**src/rtl/mavg_pkg.sv**
```systemverilog
// Shared constants and types for the moving average filter.
`default_nettype none

package mavg_pkg;

  localparam int MAX_WINDOW = 16;
  localparam int SAMPLE_W   = 23;
  localparam int SIZE_W     = 5;
  localparam int POS_W      = $clog2(MAX_WINDOW);
  localparam int CNT_W      = $clog2(MAX_WINDOW + 1);
  localparam int SUM_W      = SAMPLE_W + POS_W;
  localparam int STEP_W     = $clog2(SUM_W);

  localparam logic [SIZE_W-1:0] RESET_WINDOW = SIZE_W'(4);

  // Request from the control logic to the sample ring.
  typedef struct packed {
    logic                rd_en;
    logic                wr_en;
    logic                clear;
    logic [POS_W-1:0]    addr;
    logic [SAMPLE_W-1:0] wdata;
  } ring_req_t;

  // Status of the serial divider.
  typedef struct packed {
    logic busy;
    logic done;
  } div_status_t;

endpackage

`default_nettype wire

```
**src/rtl/mavg_ring_ram.sv**
```systemverilog
// Sample ring: synchronous memory with registered read and per-entry valid bits.
`default_nettype none

module mavg_ring_ram (
  input  wire logic                           clk,
  input  wire logic                           rst,
  input  wire mavg_pkg::ring_req_t            req,
  output logic [mavg_pkg::SAMPLE_W-1:0]       rdata
);

  logic [mavg_pkg::SAMPLE_W-1:0] mem [mavg_pkg::MAX_WINDOW];
  logic [mavg_pkg::MAX_WINDOW-1:0] vld;
  logic [mavg_pkg::SAMPLE_W-1:0] rd_q;
  logic                          rd_vld;

  always_ff @(posedge clk) begin
    if (req.wr_en) begin
      mem[req.addr] <= req.wdata;
    end
    if (req.rd_en) begin
      rd_q <= mem[req.addr];
    end
  end

  // An entry that was never written since the last clear reads as zero.
  always_ff @(posedge clk) begin
    if (rst || req.clear) begin
      vld    <= '0;
      rd_vld <= 1'b0;
    end else begin
      if (req.wr_en) begin
        vld[req.addr] <= 1'b1;
      end
      if (req.rd_en) begin
        rd_vld <= vld[req.addr];
      end
    end
  end

  assign rdata = rd_vld ? rd_q : '0;

endmodule

`default_nettype wire

```
**src/rtl/mavg_divider.sv**
```systemverilog
// Restoring serial divider: one quotient bit per cycle.
`default_nettype none

module mavg_divider (
  input  wire logic                        clk,
  input  wire logic                        rst,
  input  wire logic                        start,
  input  wire logic [mavg_pkg::SUM_W-1:0]  dividend,
  input  wire logic [mavg_pkg::CNT_W-1:0]  divisor,
  output logic [mavg_pkg::SAMPLE_W-1:0]    quotient,
  output mavg_pkg::div_status_t            status
);

  logic [mavg_pkg::SUM_W-1:0]  quo;
  logic [mavg_pkg::CNT_W-1:0]  rem;
  logic [mavg_pkg::CNT_W-1:0]  dvs;
  logic [mavg_pkg::STEP_W-1:0] step;
  logic                        busy;
  logic                        done;
  logic [mavg_pkg::CNT_W:0]    rem_shift;
  logic [mavg_pkg::CNT_W:0]    rem_sub;
  logic                        fits;

  always_comb begin
    rem_shift = {rem, quo[mavg_pkg::SUM_W-1]};
    rem_sub   = rem_shift - {1'b0, dvs};
    fits      = (rem_shift >= {1'b0, dvs});
  end

  always_ff @(posedge clk) begin
    if (rst) begin
      busy <= 1'b0;
      done <= 1'b0;
      step <= '0;
    end else begin
      done <= 1'b0;
      if (start) begin
        busy <= 1'b1;
        step <= mavg_pkg::STEP_W'(mavg_pkg::SUM_W - 1);
      end else if (busy) begin
        if (step == '0) begin
          busy <= 1'b0;
          done <= 1'b1;
        end else begin
          step <= step - 1'b1;
        end
      end
    end
  end

  always_ff @(posedge clk) begin
    if (start) begin
      quo <= dividend;
      rem <= '0;
      dvs <= divisor;
    end else if (busy) begin
      quo <= {quo[mavg_pkg::SUM_W-2:0], fits};
      rem <= fits ? rem_sub[mavg_pkg::CNT_W-1:0] : rem_shift[mavg_pkg::CNT_W-1:0];
    end
  end

  // The sum never exceeds count times the largest sample, so the quotient fits.
  assign quotient    = quo[mavg_pkg::SAMPLE_W-1:0];
  assign status.busy = busy;
  assign status.done = done;

endmodule

`default_nettype wire

```
**src/rtl/moving_average_filter.sv**
```systemverilog
// Top level of the moving average filter: control, running sum and output register.
//
//   channel   direction  handshake               payload
//   input     in         in_valid / in_stall     sample (23 bits)
//   output    out        out_valid / out_stall   average (23 bits)
//   config    in         cfg_valid / cfg_ready   window_size (5 bits)
//
// Each word passes from acceptance to the output register through the ring
// read, the sum update and ring write, the serial divider (one quotient bit
// per cycle) and the output load.
// Reset brings the window size to 4 and clears the sum, count, position and
// the ring's valid bits. A new word is taken while a finished average still
// waits under out_stall; the next result waits in the divider.
`default_nettype none

module moving_average_filter (
  input  wire logic                          clk,
  input  wire logic                          rst,
  input  wire logic                          in_valid,
  output logic                               in_stall,
  input  wire logic [mavg_pkg::SAMPLE_W-1:0] sample,
  output logic                               out_valid,
  input  wire logic                          out_stall,
  output logic [mavg_pkg::SAMPLE_W-1:0]      average,
  input  wire logic                          cfg_valid,
  output logic                               cfg_ready,
  input  wire logic [mavg_pkg::SIZE_W-1:0]   window_size
);

  // One-hot control states.
  typedef enum logic [3:0] {
    ST_IDLE = 4'b0001,
    ST_UPD  = 4'b0010,
    ST_DIV  = 4'b0100,
    ST_OUT  = 4'b1000
  } state_t;

  state_t state;
  state_t state_next;

  logic [mavg_pkg::SIZE_W-1:0]   window;
  logic [mavg_pkg::POS_W-1:0]    pos;
  logic [mavg_pkg::CNT_W-1:0]    count;
  logic [mavg_pkg::SUM_W-1:0]    sum;
  logic [mavg_pkg::SAMPLE_W-1:0] smp;

  logic [mavg_pkg::POS_W-1:0]    pos_next;
  logic [mavg_pkg::CNT_W-1:0]    count_next;
  logic [mavg_pkg::SUM_W-1:0]    sum_next;
  logic [mavg_pkg::CNT_W-1:0]    pos_inc;

  logic                          in_accept;
  logic                          cfg_in_range;
  logic                          cfg_write;
  logic                          out_load;

  mavg_pkg::ring_req_t           ring_req;
  logic [mavg_pkg::SAMPLE_W-1:0] ring_rdata;
  mavg_pkg::div_status_t         div_status;
  logic [mavg_pkg::SAMPLE_W-1:0] quotient;

  // Configuration is taken only between words. A pending configuration word
  // holds off the input so the clear never mixes with an item in flight.
  assign cfg_ready    = (state == ST_IDLE);
  assign in_stall     = (state != ST_IDLE) || cfg_valid;
  assign in_accept    = in_valid && !in_stall;
  assign cfg_in_range = (window_size != '0) &&
                        (32'(window_size) <= 32'(mavg_pkg::MAX_WINDOW));
  assign cfg_write    = cfg_valid && cfg_ready && cfg_in_range;
  assign out_load     = (state == ST_OUT) && (!out_valid || !out_stall);

  // The ring entry at the write position holds the oldest sample; it leaves
  // the sum as the new sample enters. An unwritten entry reads as zero.
  always_comb begin
    sum_next = sum - mavg_pkg::SUM_W'(ring_rdata) + mavg_pkg::SUM_W'(smp);
    pos_inc  = mavg_pkg::CNT_W'(pos) + 1'b1;
    if (32'(pos_inc) >= 32'(window)) begin
      pos_next = '0;
    end else begin
      pos_next = pos_inc[mavg_pkg::POS_W-1:0];
    end
    if (32'(count) < 32'(window)) begin
      count_next = count + 1'b1;
    end else begin
      count_next = count;
    end
  end

  // The ring is read on acceptance and written in the update state, and the next
  // read comes only after the division, so no forwarding is needed.
  always_comb begin
    ring_req.rd_en = in_accept;
    ring_req.wr_en = (state == ST_UPD);
    ring_req.clear = cfg_write;
    ring_req.addr  = pos;
    ring_req.wdata = smp;
  end

  always_comb begin
    state_next = state;
    case (state)
      ST_IDLE: begin
        if (in_accept) state_next = ST_UPD;
      end
      ST_UPD: begin
        state_next = ST_DIV;
      end
      ST_DIV: begin
        if (div_status.done) state_next = ST_OUT;
      end
      ST_OUT: begin
        if (out_load) state_next = ST_IDLE;
      end
      default: begin
        state_next = ST_IDLE;
      end
    endcase
  end

  always_ff @(posedge clk) begin
    if (rst) begin
      state     <= ST_IDLE;
      window    <= mavg_pkg::RESET_WINDOW;
      pos       <= '0;
      count     <= '0;
      sum       <= '0;
      out_valid <= 1'b0;
    end else begin
      state <= state_next;
      if (cfg_write) begin
        window <= window_size;
        pos    <= '0;
        count  <= '0;
        sum    <= '0;
      end else if (state == ST_UPD) begin
        pos   <= pos_next;
        count <= count_next;
        sum   <= sum_next;
      end
      if (out_load) begin
        out_valid <= 1'b1;
      end else if (!out_stall) begin
        out_valid <= 1'b0;
      end
    end
  end

  always_ff @(posedge clk) begin
    if (in_accept) begin
      smp <= sample;
    end
    if (out_load) begin
      average <= quotient;
    end
  end

  mavg_ring_ram u_ring (
    .clk   (clk),
    .rst   (rst),
    .req   (ring_req),
    .rdata (ring_rdata)
  );

  // The count is at least one after the update, so the divisor is never zero.
  mavg_divider u_div (
    .clk      (clk),
    .rst      (rst),
    .start    (state == ST_UPD),
    .dividend (sum_next),
    .divisor  (count_next),
    .quotient (quotient),
    .status   (div_status)
  );

endmodule

`default_nettype wire

```
**config.mk**
```make
export PLATFORM = sky130hd
export DESIGN_NAME = moving_average_filter
export DESIGN_NICKNAME = d
export VERILOG_FILES = /design/src/rtl/mavg_pkg.sv /design/src/rtl/mavg_ring_ram.sv /design/src/rtl/mavg_divider.sv /design/src/rtl/moving_average_filter.sv
export SDC_FILE = /design/constraint.sdc
export NUM_CORES = 1
export LEC_CHECK = 0
export BUFFER_PORTS_ARGS = -buffer_cell sky130_fd_sc_hd__buf_2
export CAP_MARGIN = 30
export CORE_MARGIN = 2
export CORE_UTILIZATION = 52
export CTS_BUF_LIST = sky130_fd_sc_hd__clkbuf_16
export DETAILED_ROUTE_END_ITERATION = 12
export GPL_ROUTABILITY_DRIVEN = 0
export GPL_TIMING_DRIVEN = 0
export HOLD_SLACK_MARGIN = 0.1
export MAX_ROUTING_LAYER = met4
export PLACE_DENSITY_LB_ADDON = 0.2
export SETUP_SLACK_MARGIN = 0.5
export SLEW_MARGIN = 20
export SYNTH_ARGS = -nofsm -noshare
export SYNTH_HDL_FRONTEND = slang
export SYNTH_SLANG_ARGS = --single-unit
```
**constraint.sdc**
```tcl
create_clock -name clk -period 3.62 [get_ports clk]
set_clock_uncertainty 0.1 [all_clocks]
set_input_delay 0.362 -clock clk [delete_from_list [all_inputs] [get_ports clk]]
set_output_delay 0.362 -clock clk [all_outputs]
set_load 0.02 [all_outputs]
```
# After elaboration in Yosys (flattened, before gate mapping)
# Memories as Yosys holds them, arrays and structs flattened. A register that Yosys moved wholly into a read port is not among the register bits.
# Index checks and enable logic that the tools add are counted.
# W data, S select, Z words.
totals:
  input_bits: 33
  ff_bits: 153
  memories: 1
  out_inout_bits: 26
  wordCells: 89
  mem_bits_rw: 368
op_classes:
  n_reduce_logical: 21
  n_mux: 25
  bitwise: 3
  add_sub_neg: 6
  n_lt_le_gt_ge: 6
  n_eq_ne: 10
mem_list:
  columns: ["memory", "words", "word_bits", "read_ports", "rd_clocked_by_memory_dff", "write_ports", "line", "rtl"]
  rows:
  - ["u_ring.mem", 16, 23, 1, 1, 1, "mavg_ring_ram.sv:11", "logic [mavg_pkg::SAMPLE_W-1:0] mem [mavg_pkg::MAX_WINDOW];"]
op_table:
  columns: ["cell", "count"]
  rows:
  - ["$mux W27", 2]
  - ["$add A27 B23 Y27", 1]
  - ["$sub A27 B23 Y27", 1]
  - ["$mux W5", 5]
  - ["$mux W23", 1]
  - ["$mux W4", 4]
  - ["$or A16 B16 Y16", 1]
  - ["$pmux W4 S4", 1]
  - ["$mux W1", 10]
  - ["$ne A2 B1 Y1 const B", 4]
  - ["$ge A6 B5 Y1", 1]
  - ["$logic_and A1 B1 Y1", 6]
  - ["$add A4 B1 Y5 const B", 1]
  - ["$add A5 B1 Y5 const B", 1]
  - ["$ge A5 B5 Y1", 1]
  - ["$le A5 B5 Y1 const B", 1]
  - ["$logic_not A5 Y1", 1]
  - ["$lt A4 B5 Y1 const B", 1]
  - ["$lt A5 B5 Y1", 1]
  - ["$reduce_bool A5 Y1", 1]
  - ["$sub A5 B1 Y5 const B", 1]
  - ["$sub A5 B5 Y5", 1]
  - ["$bmux W1 S4", 1]
  - ["$demux W1 S4", 1]
  - ["other kinds (15)", 22]

# Longest topological paths before layout
# Gate-level depths: netlist of run 1.
depth:
  depth_word: 6
  mapped_depth: 15
  mapped_depth_nobuf: 14

# Hierarchy
# A second synthesis of run 1 with hierarchy kept.
hier_totals:
  hier_cells: 1433
  hier_area_um2: 23408.7
by_module_without_submodules:
  columns: ["module", "instances", "area_each_um2", "seq_area_each_um2", "cells_per_inst"]
  rows:
  - ["mavg_ring_ram", 1, 15362.2, 12081.6, 626]
  - ["moving_average_filter", 1, 5824.3, 2302.2, 630]
  - ["mavg_divider", 1, 2222.1, 1201.2, 177]

# Worst setup path after synthesis of run 1
# Ideal clock, no wire load.
synth_path:
  kind: "register -> register"
  from: "register pos[1] in the netlist's numbering"
  to: "memory u_ring.mem[0][0] in the netlist's numbering (enable)"
  setup_slack_ns: 0.155
  n_path_buf: 3
  synth_period_minus_slack_ns: 3.465
  path_stages_with_launch: 8
  setup_time_ns: 0.434
  t_arrival_ns: 2.930
  t_required_ns: 3.086
  cell_sequence: "dfxtp_1 -> clkbuf_1 -> clkbuf_1 -> clkbuf_1 -> inv_1 -> ha_1 -> nand2_1 -> nor3_1"
synth_rtl:
  columns: ["item", "line", "rtl"]
  rows:
  - ["start, declared", "moving_average_filter.sv:42", "logic [mavg_pkg::POS_W-1:0] pos;"]
  - ["start signal, assigned", "moving_average_filter.sv:136", "pos <= pos_next;"]
  - ["end, declared", "mavg_ring_ram.sv:11", null]
# Straight into the memory's write port.

# Worst setup path in the final report of run 1
layout_path:
  from: "register u_ring.rd_vld"
  to: "register u_div.quo[25] in the netlist's numbering (data pin)"
layout_via:
  elab_chain_cells: 4
layout_lines:
  columns: ["item", "line", "rtl"]
  rows:
  - ["start, declared", "mavg_ring_ram.sv:14", "logic rd_vld;"]
  - ["start signal, assigned", "mavg_ring_ram.sv:35", "rd_vld <= vld[req.addr];"]
  - ["$mux W23", "mavg_ring_ram.sv:40", "assign rdata = rd_vld ? rd_q : '0;"]
  - ["$sub A27 B23 Y27", "moving_average_filter.sv:75", "sum_next = sum - mavg_pkg::SUM_W'(ring_rdata) + mavg_pkg::SUM_W'(smp);"]
  - ["$add A27 B23 Y27", "moving_average_filter.sv:75", null]
  - ["$mux W27", "mavg_divider.sv:52", "if (start) begin"]
  - ["end signal, assigned", "mavg_divider.sv:53", "quo <= dividend;"]
  - ["end signal, assigned", "mavg_divider.sv:57", "quo <= {quo[mavg_pkg::SUM_W-2:0], fits};"]
  - ["end, declared", "mavg_divider.sv:14", "logic [mavg_pkg::SUM_W-1:0] quo;"]
# Every way passes these cells.
# A chain may end at the register's enable or synchronous reset.

==> metrics.txt, run 1 <==
switching power=around 3 mW; Filler cells=between 3000 and 4000; final clock period utilization by the worst path=0.9888; sink count of the clock tree=around 540; hold violation count in the final report=0; Unique masters post-synth=65; drt via density=5.670; R2R Setup Slk=between 0.04 and 0.05 ns; Worst Setup Path Type=flip-flop to flip-flop; area fraction of the dominant cell type after synthesis=0.6151; Top Usage Layer GRT=met2; Switching Fraction=0.2239; worst-path fanout max=5; share of power burned in registers=0.513; initial antenna violation count=0; Area Growth Syn to Fin=21.50%; top area cells in the synthesized netlist=edfxtp_1 (62%), mux4_2 (12%), dfxtp_1 (6.6%); synth cell count leaders=edfxtp_1 (469), mux4_2 (120), inv_1 (115); number of nets in the synthesized netlist=1506; Pwr per Cell Area=484.1 nW/um2; fraction of layout instances using a drive strength above 1=0.2974; clock root cell=clkbuf_16; Placed Cells incl. Taps=2067; Worst Reg-to-Reg Cells=13; Static Leak=9.631 nW; part of the power in combinational logic=0.068; full die area=45730 um2; dominant cell by count in the synthesized netlist=edfxtp_1; data required time of the worst path=approximately 3.9 ns; half-perimeter wire length after placement=34410 um; clock period minus worst slack=3.580 ns; DRC viols=0; number of nets with antenna violations after detailed routing=0; placed cell area=24650 um2; CTS tree=done; CTS H-tree depth=2; Post-Place Worst Slack=-0.7230 ns; Mapped Avg Cell Area=16.34 um2; number of buffers added on ports=between 50 and 60; asr flop ratio synth=0; sequential fraction of the synthesis area=0.6807; Overflow after GRT=0; Hold Path End=state[1]; worst setup slack after layout=0.04038 ns; WL/cell=23.48 um; r2r startpoint=u_ring.rd_vld; number of cells produced by synthesis=approximately 1400; synthesized cell area=22900 um2; largest net degree at the start of global routing=28; total CTS buffers=54; number of enable-type register cells in the synthesized netlist=between 400 and 500; clk_lat worst skew=0.63 ns; endpoint of the worst register-to-register path=u_div.quo[25]; deepest clock path buffer count=3; Final Slew Violations=0; number of violations reported at the end of detailed-routing iteration 0=1022; power share of the clock group=0.419; instance count along the most critical hold path=4; total number of vias=12830; first-pass GRT wire length=79960 um; top-level I/O count=59; global routing met2 resource utilization=0.3961; effective utilization at floorplan=0.5292; number of standard-cell rows in the floorplan=76; Synth area leader=edfxtp_1; internal portion of total power=about 10 mW; Slew Limit Headroom=0.3636; die height=213.8 um; GRT met1 Usage=0.3389; CP endpoint kind=flip-flop; # Max-Cap Violations=0; Routed Wire Length=approximately 53000 um; All-Layer GR Usage=0.2487; number of standard cells in the final layout excluding fillers=2263; synthesis warning total=0; x dimension of the die=~210 um; net count of the finished layout=roughly 1700; Pwr Total=13.47 mW; largest vdd supply drop=0.3804 mV; actual transition at the worst max-transition pin=0.9546 ns; vias in the first global route=12840; nature of the critical path startpoint=flip-flop; Post-synth top flop=edfxtp_1; classification of the worst-slack hold path=primary input to flip-flop; Final Setup Violations=0; placeable core region=43270 um2; setup repair after global routing missed its margin=true; number of antenna diodes=0; arrival time of the worst setup path=between 3 and 4 ns; Yosys reg bits=~540; Non-Filler Cell Area, Final=27820 um2; Fmax achieved=279.4 MHz; status=complete, no violations; total negative setup slack=0 ns; clock-pin slew of the registers on the worst-case setup and hold paths=approximately 0.060 ns; worst hold path startpoint=cfg_valid; iteration count of the initial detailed-routing pass=5; M3 GR Usage=0.03632
-- stage by stage --
step,util,hold WS (ns)
after global placement,0.5559,0.3379
after global routing,0.6429,0.3091
final,0.6429,0.2676
after CTS,0.6317,0.2245
after detailed placement,0.5698,0.3374
after floorplan,-,0.3262
-- power by group through the flow --
stage	clock network [mW]	logic [mW]	registers, mW
2_1_floorplan	0	0.500	7.04
3_3_place_gp	0	0.651	7.07
3_5_place_dp	0	0.670	7.08
4_1_cts	5.75	0.814	6.91
5_1_grt	5.99	1.00	6.91
6_report	5.65	0.913	6.91
-- kinds of logic after synthesis --
family / synth area share
compound gates: 0.04683
xor+xnor: 0.01131
fa+ha+maj: 0.04722
buf+inv: 0.03148
flops: 0.6807
mux: 0.1242
simple gates: 0.05825
-- flip-flops by register name (all words and copies together) (netlist names), 16 cells and up --
signal and count:
u_div.quo 27, sum 27, smp 23, u_ring.mem 368
u_ring.vld 16, average 23, u_ring.rd_q 23
-- final cells by class --
class	instances	area [um2]	share of cell area
Sequential cell	544	15590	0.5604
Multi-Input combinational cell	683	7286	0.2619
Timing Repair Buffer	176	1602	0.05757
Clock buffer	54	1351	0.04858
Tap cell	585	732.0	0.02631
Clock inverter	47	466.7	0.01678
Inverter	115	434.2	0.01561
Buffer	59	356.6	0.01282
-- per-layer routing --
layer	part of all wire	routed length (um)
met5	0	0
met2	0.49	25910
met1	0.43	22800
met4	0.023	1224
met3	0.060	3196
-- critical path: stages, from the launching register on --
cell and delay (ns):
dfxtp_4 0.38, buf_8 0.13, and2_4 0.13, fa_1 0.50
inv_2 0.05, ha_4 0.21, a21o_1 0.19, o21bai_4 0.18
or3b_4 0.41, o221ai_4 0.27, o31ai_4 0.11, a311o_1 0.36
mux2i_2 0.22, nand2_1 0.08
-- layout by cell type, fill, tap and decap left out, types with 9 or more instances in the layout --
cell type	instances
a21oi_1	36
dlygate4sd3_1	33
fa_1	23
dfxtp_1	73
edfxtp_1	469
xor2_1	12
nand3_1	10
buf_12	9
clkbuf_16	54
a21o_1	24
clkbuf_1	26
clkinv_2	14
ha_1	33
buf_8	12
and2_1	22
buf_6	14
nand2_1	101
clkinv_1	12
mux2i_1	12
buf_4	54
o21ai_0	16
mux4_2	120
buf_2	69
nand2b_1	14
inv_1	109
a21oi_2	18
ha_4	12
xnor2_1	14
nor2_1	53
nor2_4	13
o21a_1	13
-- worst max path at each step --
stage | start | endpoint | slack, ns | cells past startpoint
floorplan | smp[10] | u_div.quo[25] | 0.21 | 13
global placement | pos[1] | u_ring.mem[12][6] | -1.32 | 7
detailed placement | pos[1] | pos[3] | -0.72 | 13
CTS | u_ring.rd_vld | u_div.quo[25] | -0.002 | 13
global route | smp[6] | u_div.quo[23] | -0.07 | 12
finish | u_ring.rd_vld | u_div.quo[25] | 0.04 | 13
-- timing repair --
action | in CTS | in global routing
hold buffers | 33 | 0
resized for setup | 69 | 56
endpoints found under the hold margin | 35 | 0
buffers inserted | 34 | 25
cloned | 1 | 0
endpoints found under the setup margin | 278 | 43
pin swaps | 31 | 34
Power figures use the tool's default switching activity.
==> run 2, diff against run 1 <==
--- a/config.mk
+++ b/config.mk
@@ -7,6 +7,7 @@
 export LEC_CHECK = 0
 export BUFFER_PORTS_ARGS = -buffer_cell sky130_fd_sc_hd__buf_2
 export CAP_MARGIN = 30
+export CORE_ASPECT_RATIO = 0.9
 export CORE_MARGIN = 2
 export CORE_UTILIZATION = 52
 export CTS_BUF_LIST = sky130_fd_sc_hd__clkbuf_16
==> run 2 against run 1 <==
  * Combinational power down 0.5%
  * Via count up 0.44%
  * Flip-flop and latch count unchanged
  * Die area about the same
  * Fmax down 0.18%
  * Global-route usage down 0.51 points
  * Critical endpoint unchanged
==> metrics.txt, run 2 (synthesis results as in run 1) <==
status=complete, no violations; largest registers=u_ring.mem: 368 flops, sum: 27 flops, u_div.quo: 27 flops; critical path depth=13 (unchanged); worst hold path startpoint=rst; fraction of layout instances using a drive strength above 1=0.2820 (-0.01542); drt via density=5.782 (+2.0%); most common cell after layout, fill and taps aside=edfxtp_1; clock period minus worst slack=3.586 ns (+0.006487 ns); die height=203.1 um (-5.0%); top-level I/O count=59 (unchanged); number of standard cells in the final layout excluding fillers=2229 (-1.5%); GRT met1 Usage=0.3357 (-0.003130); largest net degree at the start of global routing=33 (+18%); sink count of the clock tree=544 (unchanged); buffers and inverters on the worst path=2 (unchanged); cell family with the largest share of critical-path delay=compound AO/OA/AOI/OAI gates; initial antenna violation count=1 (+1); deepest clock path buffer count=3 (unchanged); # Max-Cap Violations=0 (unchanged); Static Leak=9.656 nW (+0.25%); total number of vias=12890 (+0.44%); Pwr per Cell Area=485.6 nW/um2 (+0.31%); WL/cell=23.52 um (+0.19%); Reg with most FFs=u_ring.mem; Worst Reg-to-Reg Cells=13 (unchanged); vias in the first global route=12790 (-0.44%); number of violations reported at the end of detailed-routing iteration 0=1160 (+14%); All-Layer GR Usage=0.2437 (-0.005058); total CTS buffers=54 (unchanged); placeable core region=43240 um2 (about the same); nature of the critical path startpoint=flip-flop; DRC viols=0 (unchanged); half-perimeter wire length after placement=34350 um (-0.18%); Hold Path End=u_div.step[0]; critical-path cell list=clkbuf_8 > and2_1 > fa_1 > inv_1 > ha_2 > nand2_2 > o21bai_4 > or3b_4 > o221ai_4 > o31ai_4 > a311o_1 > mux2i_2 > nand2_1; CP endpoint kind=flip-flop; critical path's largest stage delay=0.48 ns (-0.02 ns); effective utilization at floorplan=0.5295 (about the same); clock root cell=clkbuf_16; R2R Setup Slk=0.03 ns (about the same); number of standard-cell rows in the floorplan=72 (-5.3%); data required time of the worst path=3.88 ns (about the same); Filler cells=3066 (+0.86%); Fmax achieved=278.9 MHz (-0.18%); net count of the finished layout=1737 (-0.058%); classification of the worst-slack hold path=primary input to flip-flop; number of nets with antenna violations after detailed routing=0 (unchanged); Final Setup Violations=0 (unchanged); Non-Filler Cell Area, Final=27690 um2 (-0.46%); Final Slew Violations=0 (unchanged); Top Usage Layer GRT=met2; placed cell area=24680 um2 (+0.13%); Worst Setup Path Type=flip-flop to flip-flop; instance count along the most critical hold path=2 (-2); global routing met2 resource utilization=0.3696 (-0.02651); r2r startpoint=u_ring.rd_vld; iteration count of the initial detailed-routing pass=5 (unchanged); number of buffers added on ports=57 (unchanged); Placed Cells incl. Taps=2042 (-1.2%); CTS tree=done; x dimension of the die=225.2 um (+5.3%); arrival time of the worst setup path=3.85 ns (about the same); Post-Place Worst Slack=-0.7407 ns (-0.01776 ns); Overflow after GRT=0 (unchanged); final clock period utilization by the worst path=0.9906 (+0.001792); CTS H-tree depth=2 (unchanged); Routed Wire Length=52430 um (-1.3%); number of antenna diodes=0 (unchanged); worst-path fanout max=7 (+2); setup repair after global routing missed its margin=true; max reg flops=368 (unchanged); actual transition at the worst max-transition pin=0.9703 ns (+0.01573 ns); full die area=45730 um2 (about the same); largest vdd supply drop=0.5090 mV (+34%); clk_lat worst skew=0.62 ns (about the same); endpoint of the worst register-to-register path=u_div.quo[25]; master of the slowest instance on the critical path=fa_1; worst setup slack after layout=0.03390 ns (-0.006487 ns); top library cells by usage in the layout, fill and taps aside=edfxtp_1 (469), inv_1 (120), mux4_2 (120), nand2_1 (98), dfxtp_1 (74); M3 GR Usage=0.04631 (+0.009989); clock-pin slew of the registers on the worst-case setup and hold paths=0.06 ns (about the same); Area Growth Syn to Fin=20.94%; hold violation count in the final report=0 (unchanged); first-pass GRT wire length=79190 um (-0.96%); Slew Limit Headroom=0.3531 (-0.01049)
==> run 2: final cells by class <==
type	count	area [um2]	share of cell area
plain buffers	59	347.8	0.01256
clock buffers	55	1376	0.04971
multi-input cells	683	7207	0.2603
inverters	115	434.2	0.01568
repair buffers	175	1614	0.05829
clock inverters	43	426.7	0.01541
flip-flops and latches	544	15590	0.5630
well taps	555	694.4	0.02508
==> run 2: worst reg2reg max path, stage by stage, from the launching register on <==
cell      delay, ns
dfxtp_4        0.38
clkbuf_8       0.16
and2_1         0.15
fa_1           0.48
inv_1          0.04
ha_2           0.33
nand2_2        0.15
o21bai_4       0.09
or3b_4         0.39
o221ai_4       0.27
o31ai_4        0.11
a311o_1        0.41
mux2i_2        0.24
nand2_1        0.07
==> run 2: timing repair <==
action | CTS | global route
endpoints found under the setup margin | 287 | 40
pin swaps | 23 | 29
gates resized for setup | 55 | 57
cloned | 1 | 0
hold buffers | 31 | 0
buffers inserted | 37 | 20
hold endpoints to repair | 37 | 0
==> run 2: how the worst max path moves through the flow <==
stage | slack, ns | to | startpoint
2_1_floorplan | 0.21 | u_div.quo[25] | smp[10]
5_1_grt | -0.05 | u_div.quo[25] | u_ring.rd_vld
4_1_cts | 0.12 | u_div.quo[25] | u_ring.rd_vld
3_3_place_gp | -1.17 | u_ring.mem[12][3] | pos[1]
6_report | 0.03 | u_div.quo[25] | u_ring.rd_vld
3_5_place_dp | -0.74 | pos[1] | pos[1]
==> run 2: metrics by stage <==
stage                     hold slack [ns]    util  power, mW   TNS, ns
after detailed placement           0.3352  0.5709      7.755    -12.64
after global placement             0.3349  0.5554      7.725   -325.82
final                              0.1270  0.6403      13.45         0
after CTS                          0.1092  0.6313      13.45         0
after global routing               0.1457  0.6403      13.88  -0.04686
after floorplan                    0.3262       -      7.542         0
==> run 2: per-layer routing <==
| layer | wire (um) | up-vias |
|---|---|---|
| met4 | 1419 | 0 |
| met5 | 0 | - |
| li1 | - | 5766 |
| met3 | 3785 | 92 |
| met2 | 24760 | 483 |
| met1 | 22460 | 6547 |
==> run 2: power by group <==
group | internal (mW) | leakage (nW) | switching (mW)
Clock | 3.26 | 0.916 | 2.37
Sequential | 6.86 | 4.84 | 0.0512
Combinational | 0.402 | 3.90 | 0.506
==> run 3, diff against run 2 <==
--- a/config.mk
+++ b/config.mk
@@ -11,12 +11,14 @@
 export CORE_MARGIN = 2
 export CORE_UTILIZATION = 52
 export CTS_BUF_LIST = sky130_fd_sc_hd__clkbuf_16
+export CTS_CLUSTER_SIZE = 30
 export DETAILED_ROUTE_END_ITERATION = 12
 export GPL_ROUTABILITY_DRIVEN = 0
 export GPL_TIMING_DRIVEN = 0
 export HOLD_SLACK_MARGIN = 0.1
 export MAX_ROUTING_LAYER = met4
 export PLACE_DENSITY_LB_ADDON = 0.2
+export RECOVER_POWER = 50
 export SETUP_SLACK_MARGIN = 0.5
 export SLEW_MARGIN = 20
 export SYNTH_ARGS = -nofsm -noshare
==> run 3 against run 2 <==
  * Clock power about the same
  * Cell count is the same
  * Register-to-register slack barely moved
  * Total power fell by 0.19%
  * Critical endpoint unchanged
  * Core utilization fell by 0.40 points
  * Critical path type unchanged
  * Critical path depth is the same
  * Non-clock buffer count did not move
  * Fmax barely moved
  * Sequential share of layout area grew 0.35 points
  * Largest cell class unchanged
  * Largest power group unchanged
  * Worst setup slack barely moved
  * Clock-buffer cell count is the same
  * Via count about the same
==> metrics.txt, run 3 (synthesis results as in run 1) <==
status=complete, no violations; power share of the clock group=0.419 (about the same); initial antenna violation count=1 (unchanged); part of the power in combinational logic=0.066 (-0.002); Area Growth Syn to Fin=20.19%; nature of the critical path startpoint=flip-flop; internal portion of total power=10.51 mW (-0.13%); clock root cell=clkbuf_16; Fmax achieved=278.9 MHz (about the same); Worst Setup Path Type=flip-flop to flip-flop; clock-pin slew of the registers on the worst-case setup and hold paths=0.06 ns (about the same); Post-Place Worst Slack=-0.7407 ns (unchanged); data required time of the worst path=3.88 ns (about the same); number of standard-cell rows in the floorplan=72 (unchanged); WL/cell=23.46 um (-0.28%); Pwr per Cell Area=487.7 nW/um2 (+0.43%); max reg flops=368 (unchanged); top library cells by usage in the layout, fill and taps aside=edfxtp_1 (469), inv_1 (120), mux4_2 (120), nand2_1 (98), clkbuf_1 (78); top-level I/O count=59 (unchanged); total negative setup slack=0 ns (unchanged); Slew Limit Headroom=0.1917 (-0.1614); most common cell after layout, fill and taps aside=edfxtp_1; DRC viols=0 (unchanged); clock period minus worst slack=3.586 ns (-0.0001217 ns); setup repair after global routing missed its margin=true; Non-Filler Cell Area, Final=27520 um2 (-0.62%); Switching Fraction=0.2171 (-0.0004829); worst-case hold slack=0.1285 ns (+0.001571 ns); classification of the worst-slack hold path=primary input to flip-flop; CP endpoint kind=flip-flop; worst-path fanout max=7 (unchanged); Reg with most FFs=u_ring.mem; final clock period utilization by the worst path=0.9906 (about the same); number of standard cells in the final layout excluding fillers=2229 (unchanged); largest registers=u_ring.mem: 368 flops, sum: 27 flops, u_div.quo: 27 flops; placeable core region=43240 um2 (unchanged); number of nets with antenna violations after detailed routing=0 (unchanged); Routed Wire Length=52280 um (-0.28%); vias in the first global route=12790 (unchanged); die height=203.1 um (unchanged); iteration count of the initial detailed-routing pass=5 (unchanged); clk_lat worst skew=0.62 ns (about the same); All-Layer GR Usage=0.2437 (unchanged); net count of the finished layout=1737 (unchanged); CTS H-tree depth=2 (unchanged); hold violation count in the final report=0 (unchanged); largest net degree at the start of global routing=33 (unchanged); Final Core Density=0.6364 (-0.003964); # Max-Cap Violations=0 (unchanged); share of power burned in registers=0.515 (about the same); number of buffers added on ports=57 (unchanged); buffers and inverters on the worst path=2 (unchanged); Final Slew Violations=0 (unchanged); Static Leak=9.468 nW (-1.9%); x dimension of the die=225.2 um (unchanged); first-pass GRT wire length=79190 um (unchanged); Final Setup Violations=0 (unchanged); switching power=2.914 mW (-0.41%); arrival time of the worst setup path=3.85 ns (about the same); fraction of layout instances using a drive strength above 1=0.2497 (-0.03226); effective utilization at floorplan=0.5295 (unchanged); Pwr Total=13.42 mW (-0.19%); cell family with the largest share of critical-path delay=compound AO/OA/AOI/OAI gates; drt via density=5.786 (about the same); critical-path cell list=clkbuf_8 > and2_1 > fa_1 > inv_1 > ha_2 > nand2_2 > o21bai_4 > or3b_4 > o221ai_4 > o31ai_4 > a311o_1 > mux2i_2 > nand2_1; largest vdd supply drop=0.5051 mV (-0.77%); deepest clock path buffer count=3 (unchanged); total number of vias=12900 (+0.078%); worst setup slack after layout=0.03402 ns (+0.0001217 ns); number of antenna diodes=0 (unchanged); half-perimeter wire length after placement=34350 um (unchanged); Overflow after GRT=0 (unchanged); master of the slowest instance on the critical path=fa_1; placed cell area=24680 um2 (unchanged); number of violations reported at the end of detailed-routing iteration 0=1219 (+5.1%); Placed Cells incl. Taps=2042 (unchanged); CTS tree=done; critical path's largest stage delay=0.48 ns (about the same); full die area=45730 um2 (unchanged); actual transition at the worst max-transition pin=1.212 ns (+0.2421 ns); sink count of the clock tree=544 (unchanged); total CTS buffers=54 (unchanged)
==> run 3: cell count changes in the layout (fill, tap and decap cells not counted), sizes merged <==
| cell | delta |
|---|---|
| inv | -1 |
| buf | -56 |
| clkinvlp | +1 |
| clkbuf | +56 |
==> run 3: final cells by class <==
| class | instances | area, um2 |
|---|---|---|
| Fill cell | 3113 | 15720 |
| Sequential cell | 544 | 15590 |
| Multi-Input combinational cell | 683 | 7199 |
| Timing Repair Buffer | 175 | 1463 |
| Clock buffer | 55 | 1376 |
| Tap cell | 555 | 694.4 |
| Inverter | 115 | 432.9 |
| Clock inverter | 43 | 426.7 |
| Buffer | 59 | 336.6 |
==> run 3: worst paths after layout <==
kind                   end  cells after the start     startpoint  slack [ns]
min          u_div.step[0]                      2            rst        0.13
max reg2reg  u_div.quo[25]                     13  u_ring.rd_vld        0.03
min reg2reg     average[3]                      0   u_div.quo[3]        0.35
max          u_div.quo[25]                     13  u_ring.rd_vld        0.03
==> run 3: metal layers <==
metal | routed length, um | GRT usage
met5 | 0 | -
met4 | 1412 | 0.08160
met3 | 4031 | 0.04631
met2 | 24650 | 0.3696
met1 | 22190 | 0.3357
==> run 3: power by group through the flow <==
stage / Sequential (mW) / Clock [mW] / Combinational (mW)
6_report: 6.91 / 5.62 / 0.889
5_1_grt: 6.91 / 5.97 / 0.982
4_1_cts: 6.91 / 5.73 / 0.820
3_5_place_dp: 7.08 / 0 / 0.676
3_3_place_gp: 7.07 / 0 / 0.651
2_1_floorplan: 7.04 / 0 / 0.500
==> run 3: timing repair <==
action | CTS | global route
cloned | 1 | 0
hold endpoints to repair | 37 | 0
buffers inserted | 37 | 20
resized for setup | 55 | 57
pin swaps | 23 | 29
endpoints found under the setup margin | 287 | 40
hold buffers | 31 | 0
